## src/nqsc_pkg.sv

```systemverilog
package nqsc_pkg;

    localparam int SIZE_W = 5;
    localparam int COL_W  = 4;
    localparam int CNT_W  = 24;

    localparam logic [SIZE_W-1:0] DEFAULT_BOARD = 5'd8;
    localparam logic [SIZE_W-1:0] MIN_BOARD     = 5'd4;
    localparam logic [CNT_W-1:0]  MAX_COUNT     = 24'd14772512;

    typedef enum logic [2:0] {
        ST_IDLE,
        ST_START,
        ST_SEARCH,
        ST_ACCUM,
        ST_DONE
    } t_state;

    typedef struct packed {
        logic             clr_total;
        logic             start;
        logic             step;
        logic             accum;
        logic             dbl;
        logic             load_out;
        logic [COL_W-1:0] column;
    } t_cmd;

    typedef struct packed {
        logic              col_done;
        logic [SIZE_W-1:0] size;
    } t_status;

endpackage

```

## src/nqsc_if.sv

```systemverilog
interface nqsc_in_if;
    import nqsc_pkg::*;

    logic             valid;
    logic             ready;
    logic [COL_W-1:0] first_column;
    logic             whole_board;

    modport source (output valid, output first_column, output whole_board, input ready);
    modport sink (input valid, input first_column, input whole_board, output ready);
endinterface

interface nqsc_out_if;
    import nqsc_pkg::*;

    logic             valid;
    logic             ready;
    logic [CNT_W-1:0] solution_count;

    modport source (output valid, output solution_count, input ready);
    modport sink (input valid, input solution_count, output ready);
endinterface

```

## src/nqsc_controller.sv

```systemverilog
module nqsc_controller (
    input  logic                 i_clk,
    input  logic                 i_rst_n,
    nqsc_in_if.sink              i_in,
    input  logic                 i_out_ready,
    output logic                 o_out_valid,
    input  nqsc_pkg::t_status    i_status,
    output nqsc_pkg::t_cmd       o_cmd
);
    import nqsc_pkg::*;

    t_state            r_state, n_state;
    logic              r_whole, n_whole;
    logic [COL_W-1:0]  r_col, n_col;
    logic              r_out_valid, n_out_valid;

    logic [SIZE_W-1:0] w_col_ext;
    logic              w_off_board;
    logic              w_last_col;
    logic              w_middle_odd;
    logic              w_out_free;

    assign w_col_ext    = SIZE_W'(r_col);
    assign w_off_board  = (w_col_ext >= i_status.size);
    assign w_last_col   = (w_col_ext == ((i_status.size - SIZE_W'(1)) >> 1));
    assign w_middle_odd = i_status.size[0] && (w_col_ext == (i_status.size >> 1));
    assign w_out_free   = !r_out_valid || i_out_ready;
    assign o_out_valid  = r_out_valid;

    always_ff @(posedge i_clk) begin
        if (!i_rst_n) begin
            r_state     <= ST_IDLE;
            r_whole     <= 1'b0;
            r_col       <= '0;
            r_out_valid <= 1'b0;
        end else begin
            r_state     <= n_state;
            r_whole     <= n_whole;
            r_col       <= n_col;
            r_out_valid <= n_out_valid;
        end
    end

    always_comb begin
        n_state    = r_state;
        n_whole    = r_whole;
        n_col      = r_col;
        i_in.ready = 1'b0;
        o_cmd      = '0;
        o_cmd.column = r_col;
        o_cmd.dbl    = r_whole && !w_middle_odd;

        case (r_state)
            ST_IDLE: begin
                i_in.ready = i_rst_n;
                if (i_in.valid && i_rst_n) begin
                    n_whole         = i_in.whole_board;
                    n_col           = i_in.whole_board ? '0 : i_in.first_column;
                    o_cmd.clr_total = 1'b1;
                    n_state         = ST_START;
                end
            end
            ST_START: begin
                o_cmd.start = 1'b1;
                n_state     = w_off_board ? ST_ACCUM : ST_SEARCH;
            end
            ST_SEARCH: begin
                o_cmd.step = 1'b1;
                if (i_status.col_done) begin
                    n_state = ST_ACCUM;
                end
            end
            ST_ACCUM: begin
                o_cmd.accum = 1'b1;
                if (r_whole && !w_last_col) begin
                    n_col   = r_col + COL_W'(1);
                    n_state = ST_START;
                end else begin
                    n_state = ST_DONE;
                end
            end
            ST_DONE: begin
                if (w_out_free) begin
                    o_cmd.load_out = 1'b1;
                    n_state        = ST_IDLE;
                end
            end
            default: begin
                n_state = ST_IDLE;
            end
        endcase

        n_out_valid = r_out_valid && !i_out_ready;
        if (o_cmd.load_out) begin
            n_out_valid = 1'b1;
        end
    end

endmodule

```

## src/nqsc_datapath.sv

```systemverilog
module nqsc_datapath #(
    parameter int MAX_BOARD = 16
) (
    input  logic                        i_clk,
    input  logic                        i_rst_n,
    input  logic                        i_cfg_we,
    input  logic [nqsc_pkg::SIZE_W-1:0] i_cfg_data,
    input  nqsc_pkg::t_cmd              i_cmd,
    output nqsc_pkg::t_status           o_status,
    output logic [nqsc_pkg::CNT_W-1:0]  o_solution_count
);
    import nqsc_pkg::*;

    localparam int ROW_W   = $clog2(MAX_BOARD);
    localparam int CUR_W   = $clog2(MAX_BOARD + 1);
    localparam int DIAG_W  = 2 * MAX_BOARD - 1;
    localparam int SHIFT_W = $clog2(DIAG_W);

    logic [SIZE_W-1:0]    r_board;
    logic [MAX_BOARD-1:0] r_cols;
    logic [DIAG_W-1:0]    r_rise;
    logic [DIAG_W-1:0]    r_fall;
    logic [ROW_W-1:0]     r_stack [MAX_BOARD];
    logic [ROW_W-1:0]     r_row;
    logic [CUR_W-1:0]     r_cur;
    logic [CNT_W-1:0]     r_count;
    logic [CNT_W-1:0]     r_total;
    logic [CNT_W-1:0]     r_out;

    logic [SIZE_W-1:0]    w_size;
    logic [SHIFT_W-1:0]   w_fshift;
    logic [MAX_BOARD-1:0] w_rise_row;
    logic [MAX_BOARD-1:0] w_fall_row;
    logic [MAX_BOARD-1:0] w_avail;
    logic                 w_any;
    logic [ROW_W-1:0]     w_pick;
    logic                 w_last_row;
    logic [ROW_W-1:0]     w_prev;
    logic [ROW_W-1:0]     w_prev_col;
    logic [ROW_W-1:0]     w_start_col;
    logic                 w_place;
    logic                 w_toggle;
    logic [ROW_W-1:0]     w_trow;
    logic [ROW_W-1:0]     w_tcol;

    function automatic logic [SHIFT_W-1:0] fall_idx(
        input logic [SIZE_W-1:0] n,
        input logic [ROW_W-1:0]  row,
        input logic [ROW_W-1:0]  col
    );
        return SHIFT_W'(n) - SHIFT_W'(1) + SHIFT_W'(col) - SHIFT_W'(row);
    endfunction

    // board size clamped into the supported range
    always_comb begin
        if (r_board < MIN_BOARD) begin
            w_size = MIN_BOARD;
        end else if (r_board > SIZE_W'(MAX_BOARD)) begin
            w_size = SIZE_W'(MAX_BOARD);
        end else begin
            w_size = r_board;
        end
    end

    assign w_fshift   = SHIFT_W'(w_size - SIZE_W'(1) - SIZE_W'(r_row));
    assign w_rise_row = MAX_BOARD'(r_rise >> r_row);
    assign w_fall_row = MAX_BOARD'(r_fall >> w_fshift);

    // free squares of the current row at or right of the cursor
    always_comb begin
        for (int i = 0; i < MAX_BOARD; i++) begin
            w_avail[i] = (SIZE_W'(i) < w_size) && (CUR_W'(i) >= r_cur) &&
                         !(r_cols[i] || w_rise_row[i] || w_fall_row[i]);
        end
    end

    always_comb begin
        w_pick = '0;
        for (int i = MAX_BOARD - 1; i >= 0; i--) begin
            if (w_avail[i]) begin
                w_pick = ROW_W'(i);
            end
        end
    end

    assign w_any       = |w_avail;
    assign w_last_row  = (SIZE_W'(r_row) == (w_size - SIZE_W'(1)));
    assign w_prev      = r_row - ROW_W'(1);
    assign w_prev_col  = r_stack[w_prev];
    assign w_start_col = ROW_W'(i_cmd.column);
    assign w_place     = i_cmd.step && w_any && !w_last_row;
    assign w_toggle    = i_cmd.step && (!w_any || !w_last_row);
    assign w_trow      = w_any ? r_row : w_prev;
    assign w_tcol      = w_any ? w_pick : w_prev_col;

    assign o_status.col_done = i_cmd.step && !w_any && (w_prev == '0);
    assign o_status.size     = w_size;
    assign o_solution_count  = r_out;

    always_ff @(posedge i_clk) begin
        if (!i_rst_n) begin
            r_board <= DEFAULT_BOARD;
        end else if (i_cfg_we) begin
            r_board <= i_cfg_data;
        end
    end

    always_ff @(posedge i_clk) begin
        if (!i_rst_n) begin
            r_cols  <= '0;
            r_rise  <= '0;
            r_fall  <= '0;
            r_row   <= '0;
            r_cur   <= '0;
            r_count <= '0;
            r_total <= '0;
        end else begin
            if (i_cmd.clr_total) begin
                r_total <= '0;
            end
            if (i_cmd.accum) begin
                r_total <= r_total + (i_cmd.dbl ? {r_count[CNT_W-2:0], 1'b0} : r_count);
            end
            if (i_cmd.start) begin
                r_cols  <= MAX_BOARD'(1) << w_start_col;
                r_rise  <= DIAG_W'(1) << w_start_col;
                r_fall  <= DIAG_W'(1) << fall_idx(w_size, '0, w_start_col);
                r_row   <= ROW_W'(1);
                r_cur   <= '0;
                r_count <= '0;
            end
            if (w_toggle) begin
                r_cols <= r_cols ^ (MAX_BOARD'(1) << w_tcol);
                r_rise <= r_rise ^ (DIAG_W'(1) << (SHIFT_W'(w_trow) + SHIFT_W'(w_tcol)));
                r_fall <= r_fall ^ (DIAG_W'(1) << fall_idx(w_size, w_trow, w_tcol));
            end
            if (i_cmd.step) begin
                if (w_any) begin
                    if (w_last_row) begin
                        r_count <= r_count + CNT_W'(1);
                        r_cur   <= CUR_W'(w_pick) + CUR_W'(1);
                    end else begin
                        r_row <= r_row + ROW_W'(1);
                        r_cur <= '0;
                    end
                end else begin
                    r_row <= w_prev;
                    r_cur <= CUR_W'(w_prev_col) + CUR_W'(1);
                end
            end
        end
    end

    // per-row column stack
    always_ff @(posedge i_clk) begin
        if (i_cmd.start) begin
            r_stack[0] <= w_start_col;
        end else if (w_place) begin
            r_stack[r_row] <= w_pick;
        end
    end

    always_ff @(posedge i_clk) begin
        if (i_cmd.load_out) begin
            r_out <= r_total;
        end
    end

endmodule

```

## src/n_queens_solution_counter.sv

```systemverilog
// channel   dir  word                          handshake
// i_in      in   first_column[3:0], whole_board  valid/ready
// o_out     out  solution_count[23:0]           valid/ready
// cfg       in   board_dim[4:0]                 i_cfg_we, no wait
//
// one search step per cycle: place a queen, count a full board or backtrack a row
// a single-column word passes through start, its search steps, accumulate and done; a
// whole-board word repeats start, search and accumulate for each left-half column
// (and the middle one on an odd board) before done
// reset is synchronous, active low, board size returns to 8
// a new word is taken while the last result waits on o_out; the search stalls at
// its end only when that result has not been taken
module n_queens_solution_counter #(
    parameter int MAX_BOARD = 16
) (
    input  logic                        i_clk,
    input  logic                        i_rst_n,
    input  logic                        i_cfg_we,
    input  logic [nqsc_pkg::SIZE_W-1:0] i_cfg_data,
    nqsc_in_if.sink                     i_in,
    nqsc_out_if.source                  o_out
);
    import nqsc_pkg::*;

    t_cmd             w_cmd;
    t_status          w_status;
    logic             w_out_valid;
    logic [CNT_W-1:0] w_count;

    nqsc_controller u_controller (
        .i_clk       (i_clk),
        .i_rst_n     (i_rst_n),
        .i_in        (i_in),
        .i_out_ready (o_out.ready),
        .o_out_valid (w_out_valid),
        .i_status    (w_status),
        .o_cmd       (w_cmd)
    );

    nqsc_datapath #(
        .MAX_BOARD (MAX_BOARD)
    ) u_datapath (
        .i_clk            (i_clk),
        .i_rst_n          (i_rst_n),
        .i_cfg_we         (i_cfg_we),
        .i_cfg_data       (i_cfg_data),
        .i_cmd            (w_cmd),
        .o_status         (w_status),
        .o_solution_count (w_count)
    );

    assign o_out.valid          = w_out_valid;
    assign o_out.solution_count = w_count;

endmodule

```

## src/flat_wrapper.sv

```systemverilog
// flat-port wrapper written by rule: the top's interface ports become plain ports
module n_queens_solution_counter_flat import nqsc_pkg::*;
#(
    parameter int MAX_BOARD = 16
)
  (i_clk, i_rst_n, i_cfg_we, i_cfg_data, i_in_valid, i_in_first_column, i_in_whole_board, i_in_ready, o_out_valid, o_out_solution_count, o_out_ready);
  nqsc_in_if i_in_i ();
  nqsc_out_if o_out_i ();
  input  logic i_clk;
  input  logic i_rst_n;
  input  logic i_cfg_we;
  input  logic [nqsc_pkg::SIZE_W-1:0] i_cfg_data;
  input wire logic [$bits(i_in_i.valid)-1:0] i_in_valid;
  input wire logic [$bits(i_in_i.first_column)-1:0] i_in_first_column;
  input wire logic [$bits(i_in_i.whole_board)-1:0] i_in_whole_board;
  output wire logic [$bits(i_in_i.ready)-1:0] i_in_ready;
  output wire logic [$bits(o_out_i.valid)-1:0] o_out_valid;
  output wire logic [$bits(o_out_i.solution_count)-1:0] o_out_solution_count;
  input wire logic [$bits(o_out_i.ready)-1:0] o_out_ready;
  assign i_in_i.valid = i_in_valid;
  assign i_in_i.first_column = i_in_first_column;
  assign i_in_i.whole_board = i_in_whole_board;
  assign i_in_ready = i_in_i.ready;
  assign o_out_valid = o_out_i.valid;
  assign o_out_solution_count = o_out_i.solution_count;
  assign o_out_i.ready = o_out_ready;
  n_queens_solution_counter #(.MAX_BOARD(MAX_BOARD)) u_core (.i_clk(i_clk), .i_rst_n(i_rst_n), .i_cfg_we(i_cfg_we), .i_cfg_data(i_cfg_data), .i_in(i_in_i), .o_out(o_out_i));
endmodule
```

## config.mk

```make
export PLATFORM = sky130hd
export DESIGN_NAME = n_queens_solution_counter_flat
export DESIGN_NICKNAME = d
export VERILOG_FILES = /design/src/nqsc_pkg.sv /design/src/nqsc_if.sv /design/src/nqsc_controller.sv /design/src/nqsc_datapath.sv /design/src/n_queens_solution_counter.sv /design/src/flat_wrapper.sv
export SDC_FILE = /design/constraint.sdc
export NUM_CORES = 1
export LEC_CHECK = 0
export BUFFER_PORTS_ARGS = -buffer_cell sky130_fd_sc_hd__buf_2
export CAP_MARGIN = 20
export CORE_ASPECT_RATIO = 0.6
export CORE_UTILIZATION = 45
export CTS_CLUSTER_SIZE = 20
export DETAILED_ROUTE_END_ITERATION = 10
export PLACE_DENSITY_LB_ADDON = 0.05
export SLEW_MARGIN = 30
export SYNTH_ARGS = -nofsm -noshare
export SYNTH_HDL_FRONTEND = slang
export SYNTH_SLANG_ARGS = --single-unit
```

## constraint.sdc

```tcl
create_clock -name i_clk -period 9.5 [get_ports i_clk]
set_clock_uncertainty 0.1 [all_clocks]
set_input_delay 1.9 -clock i_clk [delete_from_list [all_inputs] [get_ports i_clk]]
set_output_delay 1.9 -clock i_clk [all_outputs]
set_load 0.02 [all_outputs]
```

After elaboration in Yosys (flattened, before gate mapping)
Memory sizes are Yosys's and may differ from the RTL's.
Index checks and enable logic that the tools add are counted.
Cells by class
  bitwise gates (word level): 3
  $add $sub $neg: 13
  div/mod/pow operators: 0
  reduce and logical (&&, ||, !) cells: 109
  $mul: 0
  mux-type cells: 68
  magnitude comparators: 35
  eq/ne operators: 11
  shift operators: 8
Operators with widths (count)
  2-to-1 mux 24 bit: 7
  2-to-1 mux 31 bit: 4
  2-to-1 mux 4 bit: 27
  left shift 1 x 5 -> 31 bit, first input constant: 3
  bitwise XOR 31 bit: 2
  logical AND 1 bit: 42
  greater-or-equal comparator 4 x 5 -> 1 bit, first input constant: 8
  < comparator 4 x 5 -> 1 bit, first input constant: 8
  logical OR 1 bit: 34
  2-to-1 mux 16 bit: 2
  left shift 1 x 4 -> 16 bit, first input constant: 2
  left shift 1 x 4 -> 31 bit, first input constant: 1
  right shift 31 x 4 -> 16 bit: 1
  right shift 31 x 5 -> 16 bit: 1
  2-to-1 mux 5 bit: 6
  adder 24 x 1 -> 24 bit, second input constant: 1
  adder 24 bit: 1
  zero test 1 bit: 22
  greater-or-equal comparator 3 x 5 -> 1 bit, first input constant: 4
  < comparator 3 x 5 -> 1 bit, first input constant: 4
  2-to-1 mux 1 bit: 16
  OR reduction 16 bit: 1
  bitwise XOR 16 bit: 1
  one-hot mux 3 bit (5 select lines): 1
  28 further kinds: 48
Word-level totals
  logic and storage cells: 261
  output and inout port bits: 26
  memories kept: 1
  register bits after elaboration: 173
  latch bits: 0
  input bits: 15
  memory bits (read-only): 0
  RAM bits: 64
Memories
  u_core.u_datapath.r_stack: words 16, width 4, read ports 1, clocked after Yosys merged registers in 0, wr ports 1, line nqsc_datapath.sv:23  | logic [ROW_W-1:0] r_stack [MAX_BOARD];

Longest topological paths before layout
Gate-level depths: netlist of the first run.
  depth after elaboration: 31
  gate-level depth with buffers: 34
  depth with buffers taken out: 28

By module
From an unflattened synthesis of the first run, not the netlist that was laid out.
Second synthesis, totals
  cell total of the unflattened synthesis: 1892
  area, all modules: 17560.6 µm²
Modules (own cells, without submodules)
  nqsc_datapath: instances 1, sequential area each 5445.2 µm², area an instance 16733.5 µm², cells an instance 1788
  nqsc_controller: instances 1, sequential area each 180.2 µm², area an instance 827.0 µm², cells an instance 104

Worst setup path after synthesis of the first run
No wires, ideal clock.
  path kind: register -> register
  from: register u_core.u_datapath.r_board[2]
  to: register u_core.u_datapath.r_fall[11]
  data required time: 9.314 ns
  cell stages (with the launch flop): 33
  data arrival time: 7.760 ns
  library setup time: 0.086 ns
  period minus slack after synthesis: 7.946 ns
  path buffers: 7
  setup slack: 1.554 ns
  cells stage by stage: dfxtp_1 -> clkbuf_1 -> nor2_1 -> nor2_1 -> nand2_1 -> ha_1 -> inv_1 -> fa_1 -> buf_2 -> buf_6 -> buf_6 -> mux2_2 -> nor2_1 -> a211oi_1 -> o41a_1 -> or4b_1 -> buf_2 -> or3_1 -> buf_6 -> nor2_4 -> buf_1 -> nor2_1 -> a21oi_1 -> inv_1 -> fa_1 -> fa_1 -> a21o_1 -> a21oi_1 -> xor2_1 -> nand3_1 -> or3_1 -> xor2_1 -> a211oi_1
Between the ends
  cells in the longest elaborated chain, start to end: 31
  elaborated cells between the ends (all ways): 120
  classes of those cells: add/sub: 5; order compare: 18; eq/ne: 1; shift: 3; mux: 22; bitwise: 1; reduce/logical: 70
RTL lines
  start, declared: line nqsc_datapath.sv:19  | logic [SIZE_W-1:0] r_board;
  start signal, assigned: line nqsc_datapath.sv:104  | r_board <= i_cfg_data;
  greater-than comparator 5 bit: line nqsc_datapath.sv:58  | end else if (r_board > SIZE_W'(MAX_BOARD)) begin
  2-to-1 mux 5 bit: line nqsc_datapath.sv:58
  2-to-1 mux 5 bit (*): line nqsc_datapath.sv:56  | if (r_board < MIN_BOARD) begin
  subtractor 5 x 1 -> 5 bit: line nqsc_datapath.sv:51, nqsc_datapath.sv:65, nqsc_datapath.sv:87
  subtractor 5 x 4 -> 5 bit: line nqsc_datapath.sv:65  | assign w_fshift = SHIFT_W'(w_size - SIZE_W'(1) - SIZE_W'(r_row));
  right shift 31 x 5 -> 16 bit: line nqsc_datapath.sv:67  | assign w_fall_row = MAX_BOARD'(r_fall >> w_fshift);
  logical OR 1 bit: line nqsc_datapath.sv:73  | !(r_cols[i] || w_rise_row[i] || w_fall_row[i]);
  zero test 1 bit: line nqsc_datapath.sv:73
  logical AND 1 bit: line nqsc_datapath.sv:72  | w_avail[i] = (SIZE_W'(i) < w_size) && (CUR_W'(i) >= r_cur) &&
  2-to-1 mux 4 bit (16 in a row): line nqsc_datapath.sv:80  | if (w_avail[i]) begin
  2-to-1 mux 4 bit: line nqsc_datapath.sv:94  | assign w_tcol = w_any ? w_pick : w_prev_col;
  adder 5 x 4 -> 5 bit: line nqsc_datapath.sv:51  | return SHIFT_W'(n) - SHIFT_W'(1) + SHIFT_W'(col) - SHIFT_W'(row);
  subtractor 5 x 4 -> 5 bit: line nqsc_datapath.sv:51
  left shift 1 x 5 -> 31 bit: line nqsc_datapath.sv:135  | r_fall <= r_fall ^ (DIAG_W'(1) << fall_idx(w_size, w_trow, w_tcol));
  bitwise XOR 31 bit: line nqsc_datapath.sv:135
  2-to-1 mux 31 bit: line nqsc_datapath.sv:132  | if (w_toggle) begin
  end signal, assigned: line nqsc_datapath.sv:127  | r_fall <= DIAG_W'(1) << fall_idx(w_size, '0, w_start_col);
  end signal, assigned: line nqsc_datapath.sv:135
  end, declared: line nqsc_datapath.sv:22  | logic [DIAG_W-1:0] r_fall;
Mark *: on every way between the ends. The rest lies on a longest branch, timed or not. The select of a mux whose other input is x is not followed.
A chain may end at the register's enable or synchronous reset.

Worst setup path in the final report of the first run
Ends and elaborated chain as after synthesis.

==> key figures, run 1 <==
Floorplan
  – Core Area: 0.03778 mm^2
  – Rows: 55
  – I/O Pins: 41
  – Initial core utilization: 45.83%
  – Die W: 255.2 um
  – Die ar.: 0.03929 mm^2
  – Die height: 153.9 um

Layout
  – Register area: 0.005630 mm^2
  – Multi-input gate area: 0.01097 mm^2
  – Layout cell share with drive strength beyond 1: 16.34%
  – Layout area overhead: 8.362%
  – Final cell count without fillers: 2319
  – Fin nets: 1865
  – # fillers: 3514

STA
  – Setup TNS: 0 ns
  – Fin crit share: 93.80%
  – Final setup vio count: 0
  – Slew HR: 31.67%
  – Worst slew pin tran: 1.023 ns
  – Final Hold Vio Count: 0
  – Max-slew violation count: 0
  – Tmin final: 8.911 ns
  – RSZ-0062 raised after global routing: no
  – Fmax: 112.2 MHz

Worst setup path
  – Worst path slowest cell: fa_4
  – Crit path max-delay family: adder cells
  – WP data required: 9.88 ns
  – Worst Path Buf+Inv: 3
  – Crit-path most repeated cell: a21oi_1
  – R2R Setup Slk: 0.59 ns
  – Crit-path max FO: 33
  – Kind of launch point of the worst setup path: register
  – WS Path Type: reg -> reg
  – CP startpoint: u_core.u_datapath.r_board[2]$_SDFFE_PN0P_
  – Slowest stage delay, CP: 1.25 ns
  – R2R cell count: 25
  – Crit. End Element: register
  – Crit path DAT: 9.29 ns
  – Critical path depth in cells: 25
  – CP endpoint: u_core.u_datapath.r_fall[11]$_SDFFE_PN0P_
  – Critical R2R Launch: u_core.u_datapath.r_board[2]$_SDFFE_PN0P_
  – Worst reg2reg endpoint: u_core.u_datapath.r_fall[11]$_SDFFE_PN0P_

Drt
  – Post-route antenna net violation count: 0
  – Total wire length: 60.89 mm
  – Top Layer Used: met5
  – Vias per inst: 6.600
  – Wire per inst: 26.25 um
  – DRC: 0
  – Routed wl met2: 20.77 mm
  – DRT Pass-1 Iters: 5
  – Met1 Routed Length: 30.55 mm
  – Via count: 15.31k
  – Met3 wire length: 8.699 mm
  – Initial DRC Count: 2068

Synth
  – Post-Synth XOR/XNOR Area: 4.047%
  – Post-Syn Instances: 1817
  – Simple-Gate Fraction of Synth Area: 18.48%
  – Asr flop ratio synth: 0%
  – Yosys warns: 0
  – Synth Area in Adders: 5.044%
  – Seq cells post-synth: 237
  – Post-synth top area share: 17.23%
  – Post-synth EDFFs: 88
  – Syn Nets: 1897
  – Ys flop type: dfxtp_1
  – Mean Syn Cell Area: 9.528 um^2
  – Sequential share of the synthesized area: 32.49%
  – Synth unique cells: 90
  – Mux contribution to synthesized area: 17.76%
  – Post-Syn Area: 0.01731 mm^2
  – Compound-Gate Fraction of Synth Area: 17.49%
  – Top cell type by total area after synthesis: dfxtp_1
  – Largest family of logic cells by synthesized area: simple AND/OR/NAND/NOR gates
  – Synth top area cells: dfxtp_1, edfxtp_1, mux4_2

Clocking
  – Clock root cell: clkbuf_16
  – Worst-case clock buffer depth: 3
  – CTS resizes: 0
  – TritonCTS clock tree: done
  – # hold bufs at CTS: 0
  – Clock slew at reported path FFs: 0.06 ns
  – TritonCTS Buffers: 26
  – Setup Fix Bufs, Post-CTS: 0
  – Worst-Skew Late Latency: 0.57 ns
  – H-tree depth: 1
  – Clock sink count: 237

Placed design
  – Dpl cells: 2270
  – Buffers on Ports: 40
  – Dpl hpwl: 45.07 mm
  – Placer Congestion: 0.9898

Power
  – Pleak: 6.464 nW
  – Maximum VDD drop: 0.0001387 V
  – PD cells: 227.4 mW/mm^2

Run status
  – Outcome: complete, no violations

GRT
  – Total GRT Usage: 30.89%
  – Antenna violations before repair: 2
  – First-pass GRT wire length: 90.73 mm
  – Largest net degree at the start of global routing: 88
  – GRT Residual Overflow: 0
  – Vias in the first global route: 13.65k

Min path
  – Hold WC Path Type: reg -> reg

Job
  – Max Cap Violations: 0
==> worst register-to-register path, delay by kind of cell (launching register included) <==
| kind | cells | cell delay, ns |
|---|---|---|
| adders and majority gates | 4 | 2.63 |
| buffers and inverters | 3 | 0.58 |
| DFF | 1 | 0.57 |
| AOI/OAI and AO/OA | 6 | 1.52 |
| xor gates and xnor gates | 2 | 0.62 |
| muxes | 1 | 0.37 |
| and+or+nand+nor | 9 | 2.44 |
==> cells in the mapped netlist (39+ instances only) <==
library cell / count
nand2_1: 180
dfxtp_1: 149
nor2_1: 134
mux4_2: 93
edfxtp_1: 88
a21oi_1: 85
clkbuf_1: 83
a211oi_1: 79
nand3_1: 73
nor3_1: 64
ha_1: 57
mux2i_1: 54
xnor2_1: 53
inv_1: 46
o21ai_0: 43
mux2_2: 39
==> cell type report <==
class                           instances  share of cell area, %
Inverter                               49                 0.9937
Antenna cell                            1                0.01334
Timing Repair Buffer                   72                  2.434
Clock inverter                         14                 0.9804
Clock buffer                           34                  3.681
Sequential cell                       237                  30.01
Multi-Input combinational cell       1399                  58.46
Tap cell                              513                  3.421
==> how the worst min path moves through the flow <==
stage	startpoint	endpoint	slack, ns	cells after the start
floorplan	u_core.u_datapath.r_cols[12]$_SDFFE_PN0P_	u_core.u_datapath.r_cols[12]$_SDFFE_PN0P_	0.33	2
global placement	u_core.u_datapath.r_total[18]$_SDFFE_PN0P_	u_core.u_datapath.o_solution_count[18]$_DFFE_PP_	0.35	0
detailed placement	u_core.u_datapath.r_total[13]$_SDFFE_PN0P_	u_core.u_datapath.o_solution_count[13]$_DFFE_PP_	0.36	0
CTS	u_core.u_datapath.r_total[13]$_SDFFE_PN0P_	u_core.u_datapath.o_solution_count[13]$_DFFE_PP_	0.37	0
global route	u_core.u_datapath.r_total[18]$_SDFFE_PN0P_	u_core.u_datapath.o_solution_count[18]$_DFFE_PP_	0.39	0
finish	u_core.u_datapath.r_total[13]$_SDFFE_PN0P_	u_core.u_datapath.o_solution_count[13]$_DFFE_PP_	0.37	0
==> layer usage <==
layer	GRT usage (%)	vias to the layer above
li1	-	6932
met1	52.16	7522
met2	34.42	793
met3	12.88	56
met4	3.792	2
met5	2.112	-
==> cells by family after synthesis <==
group | count (synthesis)
flip-flops | 237
XOR/XNOR | 80
AO/OA/AOI/OAI | 427
multiplexers | 186
adder cells (fa/ha/maj) | 65
AND/OR/NAND/NOR | 641
buffers and inverters | 181
==> layout by cell type, fill, tap and decap left out, types with 7 or more instances in the layout <==
cell	instances
a21oi_1	85
a31oi_1	27
nor2b_1	9
nand2_1	179
nand4_1	27
mux2_2	39
mux2i_1	54
and3_1	23
inv_1	45
mux4_2	93
nand2b_1	19
fa_1	7
clkbuf_16	26
or3_1	23
and2_1	16
o21ai_0	41
nor2_1	129
a211o_1	9
nor3_1	64
ha_1	57
a2111oi_0	7
o21a_1	16
xnor2_1	53
buf_4	30
dfxtp_1	147
clkbuf_1	7
a211oi_1	79
or2_2	8
xor2_1	26
edfxtp_1	88
nor4_1	15
o211ai_1	24
a21o_1	18
nand3b_1	8
nand3_1	73
a311oi_1	27
buf_2	40
a22oi_1	17
==> state kept, by name, indices dropped and copies added, names as in the netlist <==
name	cells
u_core.u_datapath.r_cols	16
u_core.u_datapath.r_rise	31
u_core.u_datapath.r_row	4
u_core.u_datapath.r_fall	31
u_core.u_datapath.r_cur	5
u_core.u_controller.r_whole	1
u_core.u_datapath.r_stack	64
u_core.u_controller.r_state	3
u_core.u_controller.r_col	4
u_core.u_datapath.r_board	5
u_core.u_controller.o_out_valid	1
u_core.u_datapath.r_count	24
u_core.u_datapath.o_solution_count	24
u_core.u_datapath.r_total	24
==> where the power goes <==
group	internal [W]	switching [W]
logic	0.000653	0.00131
registers	0.00112	0.000111
clock network	0.000622	0.000453
total	0.00240	0.00187
==> through the flow <==
| step | hold slack [ns] | cell area, um^2 | power (W) | utilization, % | setup WS, ns |
|---|---|---|---|---|---|
| finish | 0.3729 | 18760 | 0.004266 | 49.66 | 0.5893 |
| global route | 0.3865 | 18760 | 0.004449 | 49.65 | 0.05474 |
| CTS | 0.3726 | 18740 | 0.004200 | 49.59 | 0.6955 |
| floorplan | 0.3335 | 17310 | 0.002493 | - | 1.554 |
| global placement | 0.3507 | 17830 | 0.003119 | 47.20 | 0.8458 |
| detailed placement | 0.3578 | 17860 | 0.003120 | 47.28 | 0.7399 |
Power figures use the tool's default switching activity.
==> run 2, diff against run 1 <==
Settings changed: ABC_AREA from default to 1.
==> key figures, run 2 <==
STA
  – Setup WS post-layout: 1.050 ns (+0.4611 ns)
  – Final Hold Vio Count: 0 (unchanged)
  – Final setup vio count: 0 (unchanged)
  – Worst slew pin tran: 1.161 ns (+0.1386 ns)
  – Max-slew violation count: 0 (unchanged)
  – RSZ-0062 raised after global routing: no
  – Fin crit share: 88.94% (-4.9 points)
  – Tmin final: 8.450 ns (-0.4611 ns)
  – Setup TNS: 0 ns (unchanged)
  – Slew HR: 22.58% (-9.1 points)
  – Fmax: 118.3 MHz (+5.5%)

Drt
  – Wire per inst: 21.10 um (-20%)
  – DRT Pass-1 Iters: 7 (+2)
  – Via count: 17.26k (+13%)
  – Vias per inst: 5.877 (-11%)
  – Initial DRC Count: 2168 (+4.8%)
  – Post-route antenna net violation count: 0 (unchanged)
  – Total wire length: 61.96 mm (+1.8%)
  – DRC: 0 (unchanged)

Synth
  – Synth top area cells: dfxtp_1, edfxtp_1, nand2_1
  – Post-synth top cells: nand2_1, nand3_1, inv_1
  – Syn Nets: 2510 (+32%)
  – Mean Syn Cell Area: 6.922 um^2 (-27%)
  – Top-count cell post-synth: nand2_1
  – Post-synth top area share: 17.73% (+0.50 points)
  – Post-Syn Instances: 2430 (+34%)
  – Post-Syn Area: 0.01682 mm^2 (-2.8%)
  – Post-synth EDFFs: 88 (unchanged)
  – Synth unique cells: 61 (-32%)
  – Yosys warns: 0 (unchanged)
  – Sequential share of the synthesized area: 33.44% (+0.95 points)
  – Asr flop ratio synth: 0% (unchanged)
  – Seq cells post-synth: 237 (unchanged)
  – Top cell type by total area after synthesis: dfxtp_1
  – Ys flop type: dfxtp_1

Placed design
  – Placer Congestion: 1.023 (+3.3%)
  – Pre-CTS setup slack: 1.454 ns (+0.7140 ns)
  – Buffers on Ports: 40 (unchanged)
  – Dpl hpwl: 46.68 mm (+3.6%)
  – Dpl cells: 2884 (+27%)

Layout
  – # fillers: 3651 (+3.9%)
  – Number of flip-flops in the largest register: 64 (unchanged)
  – Final core area utilization: 50.29% (+0.63 points)
  – Final cell count without fillers: 2936 (+27%)
  – Reg with most FFs: u_core.u_datapath.r_stack
  – Most frequent cells in the layout: nand2_1, nand3_1, inv_1
  – Commonest non-fill, non-tap cell in the layout: nand2_1
  – Layout cell share with drive strength beyond 1: 7.449% (-8.9 points)
  – Register area: 0.005627 mm^2 (about the same)
  – Multi-input gate area: 0.009749 mm^2 (-11%)
  – Layout area overhead: 9.283%
  – Fin nets: 2489 (+33%)
  – Biggest registers after layout: u_core.u_datapath.r_stack x64, u_core.u_datapath.r_fall x31, u_core.u_datapath.r_rise x31

Clocking
  – Clock sink count: 237 (unchanged)
  – Worst-case clock buffer depth: 3 (unchanged)
  – TritonCTS Buffers: 27 (+3.8%)
  – CTS resizes: 0 (unchanged)
  – Clock slew at reported path FFs: 0.07 ns (about the same)
  – TritonCTS clock tree: done
  – Setup Fix Bufs, Post-CTS: 0 (unchanged)
  – Clock root cell: clkbuf_16
  – H-tree depth: 1 (unchanged)
  – # hold bufs at CTS: 0 (unchanged)
  – Worst-Skew Late Latency: 0.58 ns (about the same)

GRT
  – Met3 usage: 13.65% (+0.77 points)
  – Vias in the first global route: 15.21k (+11%)
  – Antenna violations before repair: 3 (+1)
  – Largest net degree at the start of global routing: 67 (-24%)
  – Routing usage on met2: 38.25% (+3.8 points)
  – Top Usage Layer GRT: met1
  – Total GRT Usage: 32.17% (+1.3 points)
  – First-pass GRT wire length: 93.19 mm (+2.7%)
  – M1 GR Usage: 50.66% (-1.5 points)
  – GRT Residual Overflow: 0 (unchanged)

Worst setup path
  – WP data required: 9.81 ns (-0.07 ns)
  – R2R cell count: 29 (+16%)
  – Crit path DAT: 8.76 ns (-0.53 ns)
  – Slowest stage delay, CP: 0.84 ns (-0.41 ns)
  – WS Path Type: reg -> reg
  – R2R Setup Slk: 1.05 ns (+0.46 ns)
  – Crit-path most repeated cell: nor2_1
  – Kind of launch point of the worst setup path: register
  – Worst path slowest cell: nor3_1
  – CP startpoint: u_core.u_datapath.r_board[4]$_SDFFE_PN0P_
  – Critical R2R Launch: u_core.u_datapath.r_board[4]$_SDFFE_PN0P_
  – Crit. End Element: register
  – Crit-path max FO: 31 (-6.1%)

Floorplan
  – Rows: 54 (-1.8%)
  – Initial core utilization: 46.02% (+0.19 points)
  – I/O Pins: 41 (unchanged)
  – Die height: 151.8 um (-1.4%)
  – Core Area: 0.03655 mm^2 (-3.2%)
  – Die W: 251.6 um (-1.4%)
  – Die ar.: 0.03818 mm^2 (-2.8%)

Min path
  – Hold WC Path Type: reg -> reg
  – Worst Hold Depth: 0 (unchanged)
  – Worst Min Path Start: u_core.u_datapath.r_total[7]$_SDFFE_PN0P_

Power
  – Maximum VDD drop: 0.0003970 V (+190%)
  – Part of the power in registers: 17.6% (-11 points)
  – PD cells: 403.7 mW/mm^2 (+78%)
  – Pleak: 7.179 nW (+11%)
  – Switching Share: 57.22% (+13 points)
  – Int Pwr: 0.003175 W (+32%)
  – P_sw: 0.004246 W (+130%)
  – Clock power share: 15.5% (-9.7 points)
  – Logic pwr share: 66.9% (+21 points)

Run status
  – Outcome: complete, no violations

Job
  – Max Cap Violations: 0 (unchanged)
## run 2: changes by cell type in the layout (fill, tap and decap cells not counted), moves of 29 or more
cell,change
inv_1,+181
mux2i_1,-47
mux2_2,-39
mux4_2,-93
a21oi_1,+129
nor2_1,+29
o21ai_0,+158
nand3_1,+186
a211oi_1,-58
nand2_1,+358
## run 2: per-stage QoR
stage                     cell area [um^2]  hold WS, ns  total power, W
after detailed placement             17400       0.3547        0.006036
after floorplan                      16820       0.3367        0.004610
after global placement               17390       0.3480        0.006019
after global routing                 18380       0.3804        0.007893
after CTS                            18350       0.3617        0.007198
final                                18380       0.3564        0.007421
## run 2: logic make-up (layout without fill, tap and decap cells)
group / count (synthesis) / after routing / share of synthesized area, %
AOI/OAI and AO/OA: 587 / 587 / 20.05
xor gates and xnor gates: 73 / 73 / 3.801
adders and majority gates: 65 / 65 / 5.192
buffers and inverters: 371 / 371 / 8.889
DFF: 237 / 237 / 33.44
muxes: 7 / 7 / 0.4166
other: 0 / 2 / 0
and+or+nand+nor: 1090 / 1090 / 28.21
## run 2: cell type report
class                   instances  area share, %
clock inverters                14          1.069
diodes                          2        0.02723
flip-flops and latches        237          30.61
well taps                     504          3.430
inverters                     239          4.894
repair buffers                 82          2.804
clock buffers                  36          4.132
multi-input cells            1822          53.04
## run 2: worst paths after layout
kind	end
worst min-delay path	u_core.u_datapath.o_solution_count[7]$_DFFE_PP_
worst max register to register	u_core.u_datapath.r_fall[2]$_SDFFE_PN0P_
worst min register to register	u_core.u_datapath.o_solution_count[7]$_DFFE_PP_
worst max-delay path	u_core.u_datapath.r_fall[2]$_SDFFE_PN0P_
## run 2: power by group through the flow
stage	clock (W)	sequential, W	combinational (W)
floorplan	0	0.00128	0.00333
global route	0.00120	0.00132	0.00538
detailed placement	0	0.00132	0.00472
global placement	0	0.00132	0.00470
CTS	0.00116	0.00130	0.00473
finish	0.00115	0.00130	0.00496
## run 2: layer usage
layer  vias up  share of wire (%)
met3        73                 15
met1      7972                 49
met5         -               0.29
met4         5                1.5
li1       8322                  -
met2       884                 34
## run 2: critical path, delay by kind of cell (launching register included)
kind / cells / cell delay [ns]
simple gates: 14 / 3.03
fa+ha+maj: 4 / 1.73
buf+inv: 6 / 1.62
compound gates: 3 / 1.03
xor+xnor: 2 / 0.40
flops: 1 / 0.35
